## src/sv/rsa_pkg.sv

```systemverilog
package rsa_pkg;

    localparam int PRIME_BITS = 16;
    localparam int WORD_BITS  = 32;
    localparam int CNT_BITS   = $clog2(WORD_BITS);
    localparam int CFG_IDX_BITS = 2;
    localparam int TDATA_OUT_BITS = ((1 + 4 * WORD_BITS + 7) / 8) * 8;

    // configuration register indexes
    localparam logic [CFG_IDX_BITS-1:0] REG_PRIME_P  = 2'd0;
    localparam logic [CFG_IDX_BITS-1:0] REG_PRIME_Q  = 2'd1;
    localparam logic [CFG_IDX_BITS-1:0] REG_PUB_EXP  = 2'd2;

    // result status codes
    localparam logic STATUS_OK      = 1'b0;
    localparam logic STATUS_INVALID = 1'b1;

    typedef logic [WORD_BITS-1:0] word_t;

    // modular multiplier request and response
    typedef struct packed {
        logic  start;
        word_t a;
        word_t b;
        word_t m;
    } mm_req_t;

    typedef struct packed {
        logic  busy;
        logic  done;
        word_t result;
    } mm_rsp_t;

    // divider request and response
    typedef struct packed {
        logic  start;
        word_t num;
        word_t den;
    } div_req_t;

    typedef struct packed {
        logic  busy;
        logic  done;
        word_t quo;
        word_t rem;
    } div_rsp_t;

    // (x + y) mod m for x, y below m
    function automatic word_t add_mod(input word_t x, input word_t y, input word_t m);
        logic [WORD_BITS:0] s;
        s = {1'b0, x} + {1'b0, y};
        if (s >= {1'b0, m}) begin
            s = s - {1'b0, m};
        end
        return s[WORD_BITS-1:0];
    endfunction

endpackage

```

## src/sv/textbook_rsa_key_and_modexp_core.sv

```systemverilog
// sequence: with an invalid cached key, an input transfer goes straight through S_NMUL
// to S_OUT and m_tvalid; otherwise the modulus reduction is followed by two
// exponentiations on the bit-serial modular multiplier; a key derivation after a
// register write first runs extended-euclid steps, each a divide and a modular multiply
// throughput: one message at a time, s_tready is low while a message is in work
// reset: synchronous active-low aresetn; p=2, q=3, e=0, key cache empty
module textbook_rsa_key_and_modexp_core (
    input  logic         aclk,
    input  logic         aresetn,
    // configuration writes
    input  logic         cfg_we,
    input  logic [1:0]   cfg_index,
    input  logic [31:0]  cfg_wdata,
    // input stream
    input  logic         s_tvalid,
    output logic         s_tready,
    input  logic [31:0]  s_tdata,   // message
    // result stream
    output logic         m_tvalid,
    input  logic         m_tready,
    output logic [135:0] m_tdata    // status, modulus_n, private_exponent,
                                    // cipher_text, recovered_text, zero pad
);
    import rsa_pkg::*;

    localparam logic [4:0] S_IDLE  = 5'd0;
    localparam logic [4:0] S_PHI   = 5'd1;
    localparam logic [4:0] S_ECHK  = 5'd2;
    localparam logic [4:0] S_EDIV  = 5'd3;
    localparam logic [4:0] S_EDIVW = 5'd4;
    localparam logic [4:0] S_EMUL  = 5'd5;
    localparam logic [4:0] S_EMULW = 5'd6;
    localparam logic [4:0] S_EFIN  = 5'd7;
    localparam logic [4:0] S_NMUL  = 5'd8;
    localparam logic [4:0] S_MRED  = 5'd9;
    localparam logic [4:0] S_MREDW = 5'd10;
    localparam logic [4:0] S_PTEST = 5'd11;
    localparam logic [4:0] S_PMUL  = 5'd12;
    localparam logic [4:0] S_PMULW = 5'd13;
    localparam logic [4:0] S_PSQ   = 5'd14;
    localparam logic [4:0] S_PSQW  = 5'd15;
    localparam logic [4:0] S_OUT   = 5'd16;

    logic [4:0]            state_reg;
    logic [PRIME_BITS-1:0] p_reg;
    logic [PRIME_BITS-1:0] q_reg;
    word_t                 e_reg;
    word_t                 d_reg;
    logic                  status_reg;
    logic                  kvalid_reg;
    logic                  pass_reg;
    logic                  m_tvalid_reg;

    word_t phi_reg, n_reg, msg_reg;
    word_t r0_reg, r1_reg, t0_reg, t1_reg;
    word_t acc_reg, base_reg, exp_reg, cip_reg, rec_reg;
    logic [TDATA_OUT_BITS-1:0] out_reg;

    mm_req_t  mm_req;
    mm_rsp_t  mm_rsp;
    div_req_t div_req;
    div_rsp_t div_rsp;

    logic [PRIME_BITS-1:0]   mul_a;
    logic [PRIME_BITS-1:0]   mul_b;
    logic [2*PRIME_BITS-1:0] prod;
    word_t                   t_new;
    logic                    out_load;

    rsa_mulmod u_mulmod (
        .aclk    (aclk),
        .aresetn (aresetn),
        .req     (mm_req),
        .rsp     (mm_rsp)
    );

    rsa_div u_div (
        .aclk    (aclk),
        .aresetn (aresetn),
        .req     (div_req),
        .rsp     (div_rsp)
    );

    // shared narrow multiplier for phi and n
    assign mul_a = (state_reg == S_PHI) ? p_reg - 1'b1 : p_reg;
    assign mul_b = (state_reg == S_PHI) ? q_reg - 1'b1 : q_reg;
    assign prod  = mul_a * mul_b;

    // next coefficient (t0 - quo*t1) mod phi
    assign t_new = (t0_reg >= mm_rsp.result) ? t0_reg - mm_rsp.result
                                             : t0_reg + (phi_reg - mm_rsp.result);

    // unit requests
    always_comb begin
        mm_req       = '0;
        div_req      = '0;
        div_req.num  = msg_reg;
        div_req.den  = n_reg;
        mm_req.m     = n_reg;
        mm_req.a     = acc_reg;
        mm_req.b     = base_reg;
        case (state_reg)
            S_EDIV: begin
                div_req.start = 1'b1;
                div_req.num   = r0_reg;
                div_req.den   = r1_reg;
            end
            S_EMUL: begin
                mm_req.start = 1'b1;
                mm_req.a     = div_rsp.quo;
                mm_req.b     = t1_reg;
                mm_req.m     = phi_reg;
            end
            S_MRED:  div_req.start = 1'b1;
            S_PMUL:  mm_req.start  = 1'b1;
            S_PSQ: begin
                mm_req.start = 1'b1;
                mm_req.a     = base_reg;
            end
            default: ;
        endcase
    end

    assign out_load = (state_reg == S_OUT) && (!m_tvalid_reg || m_tready);

    // sequencer, configuration and key cache
    always_ff @(posedge aclk) begin
        if (!aresetn) begin
            state_reg    <= S_IDLE;
            p_reg        <= PRIME_BITS'(2);
            q_reg        <= PRIME_BITS'(3);
            e_reg        <= '0;
            d_reg        <= '0;
            status_reg   <= STATUS_OK;
            kvalid_reg   <= 1'b0;
            pass_reg     <= 1'b0;
            m_tvalid_reg <= 1'b0;
        end else begin
            // result valid: set on a load, cleared by a transfer
            if (out_load) begin
                m_tvalid_reg <= 1'b1;
            end else if (m_tvalid_reg && m_tready) begin
                m_tvalid_reg <= 1'b0;
            end
            case (state_reg)
                S_IDLE: begin
                    if (s_tvalid) begin
                        state_reg <= kvalid_reg ? S_NMUL : S_PHI;
                    end
                end
                S_PHI: begin
                    status_reg <= STATUS_INVALID;
                    d_reg      <= '0;
                    if (p_reg < PRIME_BITS'(2) || q_reg < PRIME_BITS'(2)) begin
                        kvalid_reg <= 1'b1;
                        state_reg  <= S_NMUL;
                    end else begin
                        state_reg <= S_ECHK;
                    end
                end
                S_ECHK: begin
                    if (e_reg <= word_t'(1) || e_reg >= phi_reg) begin
                        kvalid_reg <= 1'b1;
                        state_reg  <= S_NMUL;
                    end else begin
                        state_reg <= S_EDIV;
                    end
                end
                S_EDIV:  state_reg <= S_EDIVW;
                S_EDIVW: if (div_rsp.done) state_reg <= S_EMUL;
                S_EMUL:  state_reg <= S_EMULW;
                S_EMULW: begin
                    if (mm_rsp.done) begin
                        state_reg <= (div_rsp.rem == '0) ? S_EFIN : S_EDIV;
                    end
                end
                S_EFIN: begin
                    kvalid_reg <= 1'b1;
                    if (r0_reg == word_t'(1)) begin
                        status_reg <= STATUS_OK;
                        d_reg      <= t0_reg;
                    end
                    state_reg <= S_NMUL;
                end
                S_NMUL: begin
                    pass_reg  <= 1'b0;
                    state_reg <= (status_reg == STATUS_INVALID) ? S_OUT : S_MRED;
                end
                S_MRED:  state_reg <= S_MREDW;
                S_MREDW: if (div_rsp.done) state_reg <= S_PTEST;
                S_PTEST: begin
                    if (exp_reg == '0) begin
                        if (!pass_reg) begin
                            pass_reg <= 1'b1;
                        end else begin
                            state_reg <= S_OUT;
                        end
                    end else begin
                        state_reg <= exp_reg[0] ? S_PMUL : S_PSQ;
                    end
                end
                S_PMUL:  state_reg <= S_PMULW;
                S_PMULW: if (mm_rsp.done) state_reg <= S_PSQ;
                S_PSQ:   state_reg <= S_PSQW;
                S_PSQW:  if (mm_rsp.done) state_reg <= S_PTEST;
                S_OUT: begin
                    if (out_load) begin
                        state_reg <= S_IDLE;
                    end
                end
                default: state_reg <= S_IDLE;
            endcase
            // register writes are for the user to make only while idle; the block does not enforce it
            if (cfg_we) begin
                case (cfg_index)
                    REG_PRIME_P: begin
                        p_reg      <= cfg_wdata[PRIME_BITS-1:0];
                        kvalid_reg <= 1'b0;
                    end
                    REG_PRIME_Q: begin
                        q_reg      <= cfg_wdata[PRIME_BITS-1:0];
                        kvalid_reg <= 1'b0;
                    end
                    REG_PUB_EXP: begin
                        e_reg      <= cfg_wdata;
                        kvalid_reg <= 1'b0;
                    end
                    default: ;
                endcase
            end
        end
    end

    // datapath registers
    always_ff @(posedge aclk) begin
        case (state_reg)
            S_IDLE: msg_reg <= s_tdata;
            S_PHI:  phi_reg <= word_t'(prod);
            S_ECHK: begin
                r0_reg <= phi_reg;
                r1_reg <= e_reg;
                t0_reg <= '0;
                t1_reg <= word_t'(1);
            end
            S_EMULW: begin
                if (mm_rsp.done) begin
                    r0_reg <= r1_reg;
                    r1_reg <= div_rsp.rem;
                    t0_reg <= t1_reg;
                    t1_reg <= t_new;
                end
            end
            S_NMUL: begin
                n_reg   <= word_t'(prod);
                cip_reg <= '0;
                rec_reg <= '0;
            end
            S_MREDW: begin
                if (div_rsp.done) begin
                    base_reg <= div_rsp.rem;
                    acc_reg  <= word_t'(1);
                    exp_reg  <= e_reg;
                end
            end
            S_PTEST: begin
                if (exp_reg == '0) begin
                    if (!pass_reg) begin
                        cip_reg  <= acc_reg;
                        base_reg <= acc_reg;
                        acc_reg  <= word_t'(1);
                        exp_reg  <= d_reg;
                    end else begin
                        rec_reg <= acc_reg;
                    end
                end
            end
            S_PMULW: if (mm_rsp.done) acc_reg <= mm_rsp.result;
            S_PSQW: begin
                if (mm_rsp.done) begin
                    base_reg <= mm_rsp.result;
                    exp_reg  <= exp_reg >> 1;
                end
            end
            default: ;
        endcase
        // result register
        if (out_load) begin
            out_reg <= {(TDATA_OUT_BITS - 1 - 4 * WORD_BITS)'(0), rec_reg, cip_reg, d_reg,
                        (status_reg == STATUS_INVALID) ? word_t'(0) : n_reg, status_reg};
        end
    end

    assign s_tready = (state_reg == S_IDLE);
    assign m_tvalid = m_tvalid_reg;
    assign m_tdata  = out_reg;

    // an invalid key result carries all-zero values
    a_invalid_zero: assert property (@(posedge aclk) disable iff (!aresetn)
        m_tvalid && m_tdata[0] |-> m_tdata[128:1] == '0)
        else $error("invalid key result with nonzero values");

    // a valid cipher lies below the modulus
    a_cipher_range: assert property (@(posedge aclk) disable iff (!aresetn)
        m_tvalid && !m_tdata[0] |-> m_tdata[96:65] < m_tdata[32:1])
        else $error("cipher not reduced");

    // arithmetic units are quiet while the sequencer idles
    a_idle_units: assert property (@(posedge aclk) disable iff (!aresetn)
        state_reg == S_IDLE |-> !mm_rsp.busy && !div_rsp.busy)
        else $error("unit busy while idle");

endmodule

```

## src/sv/rsa_mulmod.sv

```systemverilog
module rsa_mulmod (
    input  logic             aclk,
    input  logic             aresetn,
    input  rsa_pkg::mm_req_t req,
    output rsa_pkg::mm_rsp_t rsp
);
    import rsa_pkg::*;

    logic  busy_reg;
    logic  done_reg;
    word_t acc_reg;
    word_t a_reg;
    word_t b_reg;
    word_t m_reg;

    // control
    always_ff @(posedge aclk) begin
        if (!aresetn) begin
            busy_reg <= 1'b0;
            done_reg <= 1'b0;
        end else begin
            done_reg <= 1'b0;
            if (req.start) begin
                busy_reg <= 1'b1;
            end else if (busy_reg && b_reg == '0) begin
                busy_reg <= 1'b0;
                done_reg <= 1'b1;
            end
        end
    end

    // shift and add, one multiplier bit per cycle
    always_ff @(posedge aclk) begin
        if (req.start) begin
            acc_reg <= '0;
            a_reg   <= req.a;
            b_reg   <= req.b;
            m_reg   <= req.m;
        end else if (busy_reg && b_reg != '0) begin
            if (b_reg[0]) begin
                acc_reg <= add_mod(acc_reg, a_reg, m_reg);
            end
            a_reg <= add_mod(a_reg, a_reg, m_reg);
            b_reg <= b_reg >> 1;
        end
    end

    assign rsp.busy   = busy_reg;
    assign rsp.done   = done_reg;
    assign rsp.result = acc_reg;

endmodule

```

## src/sv/rsa_div.sv

```systemverilog
module rsa_div (
    input  logic              aclk,
    input  logic              aresetn,
    input  rsa_pkg::div_req_t req,
    output rsa_pkg::div_rsp_t rsp
);
    import rsa_pkg::*;

    logic                busy_reg;
    logic                done_reg;
    logic [CNT_BITS-1:0] cnt_reg;
    word_t               quo_reg;
    word_t               rem_reg;
    word_t               den_reg;
    logic [WORD_BITS:0]  trial;

    assign trial = {rem_reg, quo_reg[WORD_BITS-1]};

    // control
    always_ff @(posedge aclk) begin
        if (!aresetn) begin
            busy_reg <= 1'b0;
            done_reg <= 1'b0;
            cnt_reg  <= '0;
        end else begin
            done_reg <= 1'b0;
            if (req.start) begin
                busy_reg <= 1'b1;
                cnt_reg  <= '0;
            end else if (busy_reg) begin
                cnt_reg <= cnt_reg + 1'b1;
                if (cnt_reg == CNT_BITS'(WORD_BITS - 1)) begin
                    busy_reg <= 1'b0;
                    done_reg <= 1'b1;
                end
            end
        end
    end

    // restoring division, one quotient bit per cycle
    always_ff @(posedge aclk) begin
        if (req.start) begin
            rem_reg <= '0;
            quo_reg <= req.num;
            den_reg <= req.den;
        end else if (busy_reg) begin
            if (trial >= {1'b0, den_reg}) begin
                rem_reg <= WORD_BITS'(trial - {1'b0, den_reg});
                quo_reg <= {quo_reg[WORD_BITS-2:0], 1'b1};
            end else begin
                rem_reg <= trial[WORD_BITS-1:0];
                quo_reg <= {quo_reg[WORD_BITS-2:0], 1'b0};
            end
        end
    end

    assign rsp.busy = busy_reg;
    assign rsp.done = done_reg;
    assign rsp.quo  = quo_reg;
    assign rsp.rem  = rem_reg;

endmodule
```

## config.mk

```make
export PLATFORM = sky130hd
export DESIGN_NAME = textbook_rsa_key_and_modexp_core
export DESIGN_NICKNAME = d
export VERILOG_FILES = /design/src/sv/rsa_pkg.sv /design/src/sv/textbook_rsa_key_and_modexp_core.sv /design/src/sv/rsa_mulmod.sv /design/src/sv/rsa_div.sv
export SDC_FILE = /design/constraint.sdc
export NUM_CORES = 2
export LEC_CHECK = 0
export BUFFER_PORTS_ARGS = -buffer_cell sky130_fd_sc_hd__buf_2
export CORE_MARGIN = 2
export CORE_UTILIZATION = 40
export DETAILED_ROUTE_END_ITERATION = 6
export SETUP_SLACK_MARGIN = 0.15
export SLEW_MARGIN = 20
export SYNTH_ARGS = -nofsm -noshare
export SYNTH_HDL_FRONTEND = slang
export SYNTH_SLANG_ARGS = --single-unit
```

## constraint.sdc

```tcl
create_clock -name aclk -period 29.8 [get_ports aclk]
set_input_delay 4.47 -clock aclk [delete_from_list [all_inputs] [get_ports aclk]]
set_output_delay 4.47 -clock aclk [all_outputs]
set_load 0.005 [all_outputs]
```

==> out/qor.yml <==
cts_resized: 0
antenna_found_initial: 14
max-slew-margin-rel_pct: 22.6
area_growth_pct: 11.8
clkLatencyLatePin_ps: 740
power_uw: 5820
dp_hpwl_um: 151000
first_global_vias: 41500
cts.hold.buffers_added: 0
cts_setup_buffers: 0
min_period_ps: 9800
initial_core_util_pct: 40.4
cp-end-kind: "flop"
synth.yosys.seq_area_share_pct: 43.9
dieArea_um2: 138000
cts.sinks: 851
cp-startpoint: "state_reg[0]$_SDFFE_PN0P_"
synth_edf_count: 673
chipWidth_um: 372
clk_pin_slew_ps: 60
hold_violations: 0
wirelength_um: 196000
cp_data_required_time_ps: 30270
arrival_ps: 10270
critPathKind: "flop to flop"
syn_area_per_cell_um2: 9.96
port_buffers: 201
num_rows: 134
grt_max_degree: 103
wl_per_cell_um: 26.2
numCtsBuffers: 95
drv_cap: 0
cp_max_fo: 52
drv_slew: 0
largest_reg_flops: 129
route.detailed.drc: 0
setup_ws_ps: 20000
path_common_cell: "fa_1"
synth-main-ff-cell: "edfxtp_1"
htreeDepth: 3
track_usage_pct: 27.9
postSynthCellCount: 5432
max_stage_delay_ps: 850
synth-seq-cells: 851
grt_pass1_wl_um: 281000
tns_ps: 0
clk_path_buf_depth: 3
die_height_um: 372
core_area_um2: 134000
r2r_start: "state_reg[0]$_SDFFE_PN0P_"
status: "finished, final reports clean"
period_share_pct: 32.9
rsz0062_at_grt: "no"
cp_slowest_cell: "xor2_1"
nFillCells: 12800
cts_root_buf: "clkbuf_16"
fin_nets: 6245
irDropWorstVdd_v: 0.0000580
worstMarginPinSlew_ps: 1150
gp_congestion: 1.00
p_per_area_nw_per_um2: 96.3
startpoint_type: "flop"
skew_ps: 31.7
via_count: 42900
grt_overflow: 0
yosys_warnings: 0
synth_cell_types: 89
pre_cts_ws_ps: 20140
ys_async_sr_fraction_pct: 0
drive_above_1_share_pct: 9.76
netlist_area_um2: 54100
hold_class: "flop to flop"
dr.pass1.iters: 6
max_freq_mhz: 102
p_leak_uw: 0.0250
hold_start: "rec_reg[27]$_DFFE_PP_"
finalSetupViolations: 0
drtAntennaViolNets: 0
cts_tree: "done"
drt-initial-drc-count: 4648
viasPerCell: 5.74
io_pins: 209
## metrics by stage
| step | util (%) | area, um^2 | hold WS [ps] | cells |
|---|---|---|---|---|
| 2_1_floorplan | - | 54100 | 400 | 5438 |
| 3_3_place_gp | 42.9 | 57400 | 401 | 7284 |
| 3_5_place_dp | 42.9 | 57400 | 405 | 7284 |
| 4_1_cts | 45.2 | 60500 | 401 | 7463 |
| 5_1_grt | 45.2 | 60500 | 418 | 7463 |
| 6_report | 45.2 | 60500 | 415 | 7468 |
## cell families after synthesis
group / after synthesis / synth area share [%]
AO/OA/AOI/OAI: 1205 / 14.1
XOR/XNOR: 241 / 3.99
adder cells (fa/ha/maj): 561 / 16.2
buffers and inverters: 759 / 5.39
flip-flops: 851 / 43.9
multiplexers: 127 / 2.43
other: 1 / 0.00693
AND/OR/NAND/NOR: 1687 / 13.9
## power breakdown
group / internal (uW) / switching [uW]
clock: 641 / 528
combinational: 1060 / 1780
sequential: 1560 / 253
total: 3260 / 2560
## final timing paths
kind,endpoint,slack (ps),cells after the start
worst min register to register,m_tdata[124]$_DFFE_PP_,410,0
worst max-delay path,phi_reg[31]$_DFFE_PP_,20000,28
worst min-delay path,m_tdata[124]$_DFFE_PP_,410,0
worst max register to register,phi_reg[31]$_DFFE_PP_,20000,28
## cell usage in the layout (no fill, tap or decap), types with 54 or more instances in the layout
cell type  netlist  routed
nor2_1         351     341
ha_1           331     331
fa_1           230     230
buf_2           16     201
and3_1          59      58
nand2_1        809     805
xnor2_1        151     148
edfxtp_1       673     673
nand3_1         96      96
clkbuf_16        0      96
a211oi_1        78      78
inv_1          532     529
nor4_1          55      55
and2_1          56      54
a21o_1         113     113
a21oi_1        373     371
xor2_1          87      86
o21ai_0        263     260
buf_4           10     102
a31oi_1         64      64
dfxtp_1        178     177
mux2i_1         93      93
## cells in the mapped netlist (56+ instances only)
library cell  count  share of area (%)
and2_1           56               0.65
xnor2_1         151                2.4
fa_1            230                8.5
nor2_1          351                2.4
edfxtp_1        673                 37
ha_1            331                7.7
o21ai_0         263                2.4
a21o_1          113                1.6
mux2i_1          93                1.7
a21oi_1         373                3.5
a211oi_1         78                1.1
and3_1           59               0.68
clkbuf_1        186                1.3
nand3_1          96               0.89
xor2_1           87                1.4
inv_1           532                3.7
dfxtp_1         178                6.6
nand2_1         809                5.6
a31oi_1          64               0.74
## critical path: cells and delay by family, from the launching register on
kind / cells / cell delay, ps
adder cells (fa/ha/maj): 7 / 3350
flip-flops: 1 / 770
AND/OR/NAND/NOR: 7 / 1920
AO/OA/AOI/OAI: 7 / 1740
XOR/XNOR: 2 / 940
buffers and inverters: 5 / 850
## cell type report
class | instances | area (um^2) | area share (%)
clock inverter | 55 | 497 | 0.821
inverter | 533 | 2000 | 3.31
sequential | 851 | 23800 | 39.3
multi-input combinational | 3828 | 27700 | 45.7
timing repair buffer | 304 | 1780 | 2.95
clock buffer | 124 | 2560 | 4.23
tap | 1768 | 2210 | 3.66
antenna | 5 | 12.5 | 0.0207
## layer usage
metal	track usage, %	wire length [um]
met5	0	13
met4	14.8	11700
met3	4.86	16200
met2	44.4	89100
met1	36.3	78700
Power figures use the tool's default switching activity.
